--- src/rtl/stcc_pkg.sv ---
// ----------------------------------------------------------------------------
// stcc_pkg: shared types and constants
// Widths, default dimension limit and the controller/datapath handshake structs.
// ----------------------------------------------------------------------------
`timescale 1ns / 1ps
`default_nettype none

package stcc_pkg;

  localparam int DATA_W = 31;
  localparam int DEFAULT_MAX_DIMS = 7;

  typedef struct packed {
    logic do_final;
    logic set_fail;
    logic load;
    logic load_first;
    logic div_start;
    logic latch_quo;
    logic update;
  } cmd_t;

  typedef struct packed {
    logic is_final;
    logic failed;
    logic dims_full;
    logic first;
    logic div_done;
    logic out_valid;
  } status_t;

endpackage

`default_nettype wire

--- src/rtl/strided_transfer_contiguity_check.sv ---
// ----------------------------------------------------------------------------
// strided_transfer_contiguity_check: contiguity test for strided descriptors
// A dimension transaction after the first goes through accept, 31 divider steps
// of the bit-serial stride dividers, quotient latch and update; the first one
// goes through accept and update; final, failed, over-limit ones end at accept.
// A new transaction is taken only once the last is done and no result is stalled;
// the final flag is registered and valid in the cycle after accept.
// Synchronous reset clears all descriptor state and the pending result.
// ----------------------------------------------------------------------------
`timescale 1ns / 1ps
`default_nettype none

module strided_transfer_contiguity_check #(
  parameter int MAX_DIMS = stcc_pkg::DEFAULT_MAX_DIMS
) (
  input  wire logic                        clk,
  input  wire logic                        rst,
  input  wire logic                        in_valid,
  output logic                             in_ready,
  input  wire logic [stcc_pkg::DATA_W-1:0] src_pitch,
  input  wire logic [stcc_pkg::DATA_W-1:0] dst_pitch,
  input  wire logic [stcc_pkg::DATA_W-1:0] elem_count,
  input  wire logic                        is_final,
  output logic                             out_valid,
  input  wire logic                        out_ready,
  output logic                             contiguous
);

  stcc_pkg::cmd_t    cmd;
  stcc_pkg::status_t status;

  stcc_ctrl u_ctrl (
    .clk       (clk),
    .rst       (rst),
    .in_valid  (in_valid),
    .in_ready  (in_ready),
    .out_ready (out_ready),
    .status    (status),
    .cmd       (cmd)
  );

  stcc_datapath #(.MAX_DIMS(MAX_DIMS)) u_datapath (
    .clk        (clk),
    .rst        (rst),
    .cmd        (cmd),
    .status     (status),
    .src_pitch  (src_pitch),
    .dst_pitch  (dst_pitch),
    .elem_count (elem_count),
    .is_final   (is_final),
    .out_valid  (out_valid),
    .out_ready  (out_ready),
    .contiguous (contiguous)
  );

endmodule

`default_nettype wire

--- src/rtl/stcc_divider.sv ---
// ----------------------------------------------------------------------------
// stcc_divider: iterative restoring divider
// One quotient bit per cycle; a zero divisor yields an all-ones quotient.
// ----------------------------------------------------------------------------
`timescale 1ns / 1ps
`default_nettype none

module stcc_divider #(
  parameter int W = stcc_pkg::DATA_W
) (
  input  wire logic         clk,
  input  wire logic         rst,
  input  wire logic         start,
  input  wire logic [W-1:0] dividend,
  input  wire logic [W-1:0] divisor,
  output logic              done,
  output logic [W-1:0]      quotient
);

  localparam int CNT_W = $clog2(W + 1);
  localparam logic [CNT_W-1:0] LAST = CNT_W'(W - 1);

  logic [W-1:0]     rem;
  logic [W-1:0]     quo;
  logic [W-1:0]     dvs;
  logic [CNT_W-1:0] count;
  logic             busy;
  logic [W:0]       trial;
  logic [W:0]       diff;
  logic             qbit;

  assign trial = {rem, quo[W-1]};
  assign diff  = trial - {1'b0, dvs};
  assign qbit  = (trial >= {1'b0, dvs});

  always_ff @(posedge clk) begin
    if (rst) begin
      busy  <= 1'b0;
      done  <= 1'b0;
      count <= '0;
    end else begin
      done <= 1'b0;
      if (start) begin
        busy  <= 1'b1;
        count <= '0;
      end else if (busy) begin
        if (count == LAST) begin
          busy <= 1'b0;
          done <= 1'b1;
        end
        count <= count + CNT_W'(1);
      end
    end
  end

  always_ff @(posedge clk) begin
    if (start) begin
      rem <= '0;
      quo <= dividend;
      dvs <= divisor;
    end else if (busy) begin
      rem <= qbit ? diff[W-1:0] : trial[W-1:0];
      quo <= {quo[W-2:0], qbit};
    end
  end

  assign quotient = quo;

endmodule

`default_nettype wire

--- src/rtl/stcc_datapath.sv ---
// ----------------------------------------------------------------------------
// stcc_datapath: descriptor state and arithmetic
// Holds strides, block length, gap and fail flags, two dividers, result register.
// ----------------------------------------------------------------------------
`timescale 1ns / 1ps
`default_nettype none

module stcc_datapath #(
  parameter int MAX_DIMS = stcc_pkg::DEFAULT_MAX_DIMS
) (
  input  wire logic                        clk,
  input  wire logic                        rst,
  input  wire stcc_pkg::cmd_t              cmd,
  output stcc_pkg::status_t                status,
  input  wire logic [stcc_pkg::DATA_W-1:0] src_pitch,
  input  wire logic [stcc_pkg::DATA_W-1:0] dst_pitch,
  input  wire logic [stcc_pkg::DATA_W-1:0] elem_count,
  input  wire logic                        is_final,
  output logic                             out_valid,
  input  wire logic                        out_ready,
  output logic                             contiguous
);

  localparam int W = stcc_pkg::DATA_W;
  localparam int DIM_W = $clog2(MAX_DIMS + 1);
  localparam logic [DIM_W-1:0] DIM_MAX = DIM_W'(MAX_DIMS);

  logic [W-1:0]     prev_src_pitch;
  logic [W-1:0]     prev_dst_pitch;
  logic [W-1:0]     block_length;
  logic             gap_seen;
  logic             failed;
  logic [DIM_W-1:0] dims_seen;
  logic [W-1:0]     src_r;
  logic [W-1:0]     dst_r;
  logic [W-1:0]     cnt_r;
  logic [W-1:0]     src_ext;
  logic [W-1:0]     dst_ext;
  logic [W-1:0]     src_quo;
  logic [W-1:0]     dst_quo;
  logic             src_done;
  logic             dst_done;
  logic [2*W-1:0]   prod;
  logic             ovf;
  logic             is_short;
  logic             final_ok;

  stcc_divider #(.W(W)) u_div_src (
    .clk      (clk),
    .rst      (rst),
    .start    (cmd.div_start),
    .dividend (src_pitch),
    .divisor  (prev_src_pitch),
    .done     (src_done),
    .quotient (src_quo)
  );

  stcc_divider #(.W(W)) u_div_dst (
    .clk      (clk),
    .rst      (rst),
    .start    (cmd.div_start),
    .dividend (dst_pitch),
    .divisor  (prev_dst_pitch),
    .done     (dst_done),
    .quotient (dst_quo)
  );

  assign prod     = {{W{1'b0}}, block_length} * {{W{1'b0}}, cnt_r};
  assign ovf      = |prod[2*W-1:W];
  assign is_short = (cnt_r < src_ext) || (cnt_r < dst_ext);
  assign final_ok = !failed &&
                    !(gap_seen && (dims_seen != '0) && (elem_count != W'(1)));

  always_comb begin
    status.is_final  = is_final;
    status.failed    = failed;
    status.dims_full = (dims_seen >= DIM_MAX);
    status.first     = (dims_seen == '0);
    status.div_done  = src_done;
    status.out_valid = out_valid;
  end

  always_ff @(posedge clk) begin
    if (rst) begin
      prev_src_pitch <= '0;
      prev_dst_pitch <= '0;
      block_length   <= W'(1);
      gap_seen       <= 1'b0;
      failed         <= 1'b0;
      dims_seen      <= '0;
      out_valid      <= 1'b0;
    end else begin
      if (out_valid && out_ready && !cmd.do_final) begin
        out_valid <= 1'b0;
      end
      if (cmd.do_final) begin
        out_valid      <= 1'b1;
        prev_src_pitch <= '0;
        prev_dst_pitch <= '0;
        block_length   <= W'(1);
        gap_seen       <= 1'b0;
        failed         <= 1'b0;
        dims_seen      <= '0;
      end else if (cmd.set_fail) begin
        failed <= 1'b1;
      end else if (cmd.update) begin
        prev_src_pitch <= src_r;
        prev_dst_pitch <= dst_r;
        dims_seen      <= dims_seen + DIM_W'(1);
        if (ovf) begin
          failed <= 1'b1;
        end else begin
          block_length <= prod[W-1:0];
          priority if (is_short && gap_seen) begin
            failed <= 1'b1;
          end else if (is_short) begin
            gap_seen <= 1'b1;
          end else if ((cnt_r != W'(1)) && gap_seen) begin
            failed <= 1'b1;
          end
        end
      end
    end
  end

  always_ff @(posedge clk) begin
    if (cmd.do_final) begin
      contiguous <= final_ok;
    end
    if (cmd.load) begin
      src_r <= src_pitch;
      dst_r <= dst_pitch;
      cnt_r <= elem_count;
    end
    if (cmd.load_first) begin
      src_ext <= src_pitch;
      dst_ext <= dst_pitch;
    end else if (cmd.latch_quo && dst_done) begin
      src_ext <= src_quo;
      dst_ext <= dst_quo;
    end
  end

endmodule

`default_nettype wire

--- src/rtl/stcc_ctrl.sv ---
// ----------------------------------------------------------------------------
// stcc_ctrl: sequencing state machine
// Classifies each accepted transaction and steps divide and update phases.
// ----------------------------------------------------------------------------
`timescale 1ns / 1ps
`default_nettype none

module stcc_ctrl (
  input  wire logic              clk,
  input  wire logic              rst,
  input  wire logic              in_valid,
  output logic                   in_ready,
  input  wire logic              out_ready,
  input  wire stcc_pkg::status_t status,
  output stcc_pkg::cmd_t         cmd
);

  typedef enum logic [2:0] {
    S_IDLE = 3'b001,
    S_DIV  = 3'b010,
    S_UPD  = 3'b100
  } state_t;

  state_t state;
  state_t state_next;
  logic   accept;

  assign in_ready = (state == S_IDLE) && (!status.out_valid || out_ready);
  assign accept   = in_valid && in_ready;

  always_comb begin
    cmd        = '0;
    state_next = state;
    unique case (state)
      S_IDLE: begin
        if (accept) begin
          priority if (status.is_final) begin
            cmd.do_final = 1'b1;
          end else if (status.failed) begin
            cmd = '0;
          end else if (status.dims_full) begin
            cmd.set_fail = 1'b1;
          end else if (status.first) begin
            cmd.load       = 1'b1;
            cmd.load_first = 1'b1;
            state_next     = S_UPD;
          end else begin
            cmd.load      = 1'b1;
            cmd.div_start = 1'b1;
            state_next    = S_DIV;
          end
        end
      end
      S_DIV: begin
        if (status.div_done) begin
          cmd.latch_quo = 1'b1;
          state_next    = S_UPD;
        end
      end
      S_UPD: begin
        cmd.update = 1'b1;
        state_next = S_IDLE;
      end
      default: begin
        state_next = S_IDLE;
      end
    endcase
  end

  always_ff @(posedge clk) begin
    if (rst) begin
      state <= S_IDLE;
    end else begin
      state <= state_next;
    end
  end

endmodule

`default_nettype wire

--- config.mk ---
export PLATFORM = sky130hd
export DESIGN_NAME = strided_transfer_contiguity_check
export DESIGN_NICKNAME = d
export VERILOG_FILES = /design/src/rtl/stcc_pkg.sv /design/src/rtl/strided_transfer_contiguity_check.sv /design/src/rtl/stcc_divider.sv /design/src/rtl/stcc_datapath.sv /design/src/rtl/stcc_ctrl.sv
export SDC_FILE = /design/constraint.sdc
export NUM_CORES = 2
export LEC_CHECK = 0
export BUFFER_PORTS_ARGS = -buffer_cell sky130_fd_sc_hd__buf_2
export CAP_MARGIN = 15
export CORE_MARGIN = 1
export CORE_UTILIZATION = 66
export DETAILED_ROUTE_END_ITERATION = 8
export HOLD_SLACK_MARGIN = 0.03
export PLACE_DENSITY_LB_ADDON = 0.3
export REMOVE_ABC_BUFFERS = 1
export SYNTH_ARGS = -nofsm -noshare
export SYNTH_HDL_FRONTEND = slang
export SYNTH_HIERARCHICAL = 1
export SYNTH_SLANG_ARGS = --single-unit
--- constraint.sdc ---
create_clock -name clk -period 10.9 [get_ports clk]
set_input_delay 0.545 -clock clk [delete_from_list [all_inputs] [get_ports clk]]
set_output_delay 0.545 -clock clk [all_outputs]
set_load 0.03 [all_outputs]
==> summary.txt <==
Slew HR: 16.2%
Total Wirelength: 139,000 um
Worst-path maximum fanout: 31
Vias post-DR: 40,100
Later-pin clock latency in the skew report: 0.61 ns
CTS tree: done
Critical path's slowest cell: edfxtp_1
Min-Delay Path Depth: 1
Die X: 288 um
Routed len/inst: 21.1 um
Num rows: 104
Sequential area share after synthesis: 22.1%
Final worst-path cycle share: 92.0%
Flops & latches, synth: 458
Critical Path RT: 11.37 ns
Max clock buf depth: 3
RSZ-0062 raised after global routing: false
Setup CP Type: reg -> reg
Root Buffer: clkbuf_16
Area of the mapped netlist: 0.0541 mm^2
CTS sink count: 458
Die area: 0.0832 mm^2
Number of H-tree levels: 2
DR iter-0 viols: 3,545
Vias per Instance: 6.08
Initial antenna violation count: 4
Synth cell types: 107
Grt ovf: 0
Combinational fraction of design power: 23.3%
Global-route wire length before repair: 223,000 um
Post-route setup TNS: 0 ns
Status: complete, but fails checks
Fmax: 99.7 MHz
Cts repair resizes: 0
Clk network pwr share: 35.1%
# setup viols final: 0
Top cell type's share of synthesized area: 31.0%
Placed cells: 6,510
Pwr/cell area: 84.6 mW/mm^2
Fin. Hold Viols: 0
Pint: 0.00332 W
Switching Share: 31.1%
Share of total power in sequential cells: 41.7%
Post-synth ARST share: 0%
Drt pass-1 iters: 8
IO Port Bufs: 100
Crit path DAT: 10.50 ns
RR Endpoint: u_datapath/block_length[8]
Critical path startpoint category: register
Synth top cells by count: inv_1, fa_1, nand2_1, and2_1, ha_1
Number of flops mapped to enable cells by yosys: 280
Ys Warns: 6
Syn Area/Cell: 9.72 um^2
Fin crit period: 10.03 ns
Core Area: 0.0808 mm^2
WP buf/inv: 6
Gpl congestion: 0.999
Worst reg2reg path depth: 27
Layout cell share with drive strength beyond 1: 8.31%
CTS Hold Bufs: 0
Clk pin slew, worst setup/hold paths: 0.06 ns
Final nets: 6,820
Peak supply drop: 135 uV
Synth top area cells: fa_1, edfxtp_1, ha_1
Initial Util: 67.0%
Pins Over Slew Limit: 0
Vias in the first global route: 42,000
Hold endpoint: u_datapath/cnt_r[0]
Count leader, synth: inv_1
Worst flop-to-flop path startpoint: u_datapath/cnt_r[9]
Setup Skew: 0.0332 ns
Syn-to-layout area delta: 5.28%
CTS Buf Count: 46
Crit path depth: 27
Detailed Place HPWL: 106,000 um
Synth Instances: 5,571
Delay-heaviest family, CP: adder cells
Die H: 288 um
Post-CTS Setup Inserts: 0
Hold Crit Class: in -> reg
Crit-path max cell delay: 1.18 ns
Largest net degree at the start of global routing: 66
Leakage: 23.5 nW
Sw power: 0.00150 W
Drc violations: 2
Critical path's most frequent cell: fa_1
Post-route ant nets: 0
Worst Tran Pin Value: 1.26 ns
Hold wc startpoint: elem_count[0]
Failing checks: DRC
Largest area contributor in the netlist: fa_1
Total track usage: 34.4%
Final Instance Count excl. Fillers: 6,599
# Max-Cap Violations: 0
Critical path endpoint category: register
Post-synth top flop: edfxtp_1
# IOs: 101
FF-to-FF setup slack: 0.87 ns
power by group through the flow:
| stage | sequential (W) | clock (W) | combinational (W) |
|---|---|---|---|
| floorplan | 0.00202 | 0 | 0.000800 |
| global placement | 0.00204 | 0 | 0.00107 |
| detailed placement | 0.00204 | 0 | 0.00109 |
| CTS | 0.00201 | 0.00171 | 0.00111 |
| global route | 0.00201 | 0.00177 | 0.00124 |
| finish | 0.00201 | 0.00169 | 0.00112 |
kinds of logic (layout without fill, tap and decap cells):
family                     Yosys count  after routing  synth area share, %
and+or+nand+nor                   1793           1793                 16.4
adders and majority gates         1223           1223                 39.9
buffers and inverters             1162           1128                 8.36
AOI/OAI and AO/OA                  658            658                 8.07
DFF                                458            458                 22.1
muxes                              188            188                 3.77
xor gates and xnor gates            89             89                 1.44
other                                0              2                    0
worst max-delay path by stage:
| stage | from | end | slack [ns] |
|---|---|---|---|
| 2_1_floorplan | u_datapath/dims_seen[0] | u_datapath/u_div_src/quotient[0] | 1.15 |
| 3_3_place_gp | u_datapath/cnt_r[9] | u_datapath/block_length[10] | 1.42 |
| 3_5_place_dp | u_datapath/cnt_r[9] | u_datapath/block_length[27] | 1.12 |
| 4_1_cts | u_datapath/cnt_r[9] | u_datapath/block_length[13] | 1.08 |
| 5_1_grt | u_datapath/cnt_r[9] | u_datapath/block_length[5] | 0.56 |
| 6_report | u_datapath/cnt_r[9] | u_datapath/block_length[8] | 0.87 |
cell type report:
cell class / count / area (um^2)
clock inverters: 27 / 354
fillers: 5993 / 23800
multi-input cells: 3951 / 37700
clock buffers: 59 / 1240
diodes: 2 / 5.00
flip-flops and latches: 458 / 12000
inverters: 848 / 3180
repair buffers: 194 / 1240
well taps: 1060 / 1330
cell usage in the layout, fill, tap and decap left out, types with 45 or more instances in the layout:
cell and instances:
a21o_1 45, nand4_1 64, o21ai_0 91, fa_1 839, dfxtp_1 174, a21oi_1 234
mux2_2 125, mux2i_1 62, ha_1 384, nand2_1 819, clkbuf_16 47, buf_2 100
nor2_1 167, inv_1 847, edfxtp_1 280, and2_1 527, buf_4 92, xnor2_1 54
per-stage QoR:
step	hold WS (ns)	setup WS (ns)	total power (W)	cell area [um^2]	util, %
3_5_place_dp	0.413	1.12	0.00314	55400	68.5
6_report	0.137	0.873	0.00482	57000	70.5
2_1_floorplan	0.408	1.15	0.00282	52800	-
5_1_grt	0.123	0.564	0.00502	57000	70.5
3_3_place_gp	0.410	1.42	0.00311	55400	68.5
4_1_cts	0.120	1.08	0.00482	57000	70.5
layer usage:
layer	global-route usage (%)	vias up	wire length, um
met5	0	-	0
met4	13.5	0	5910
met3	4.75	362	11600
met2	55.9	1933	66200
met1	47.1	20100	55500
li1	-	17700	-
(Power assumes the default switching activity.)
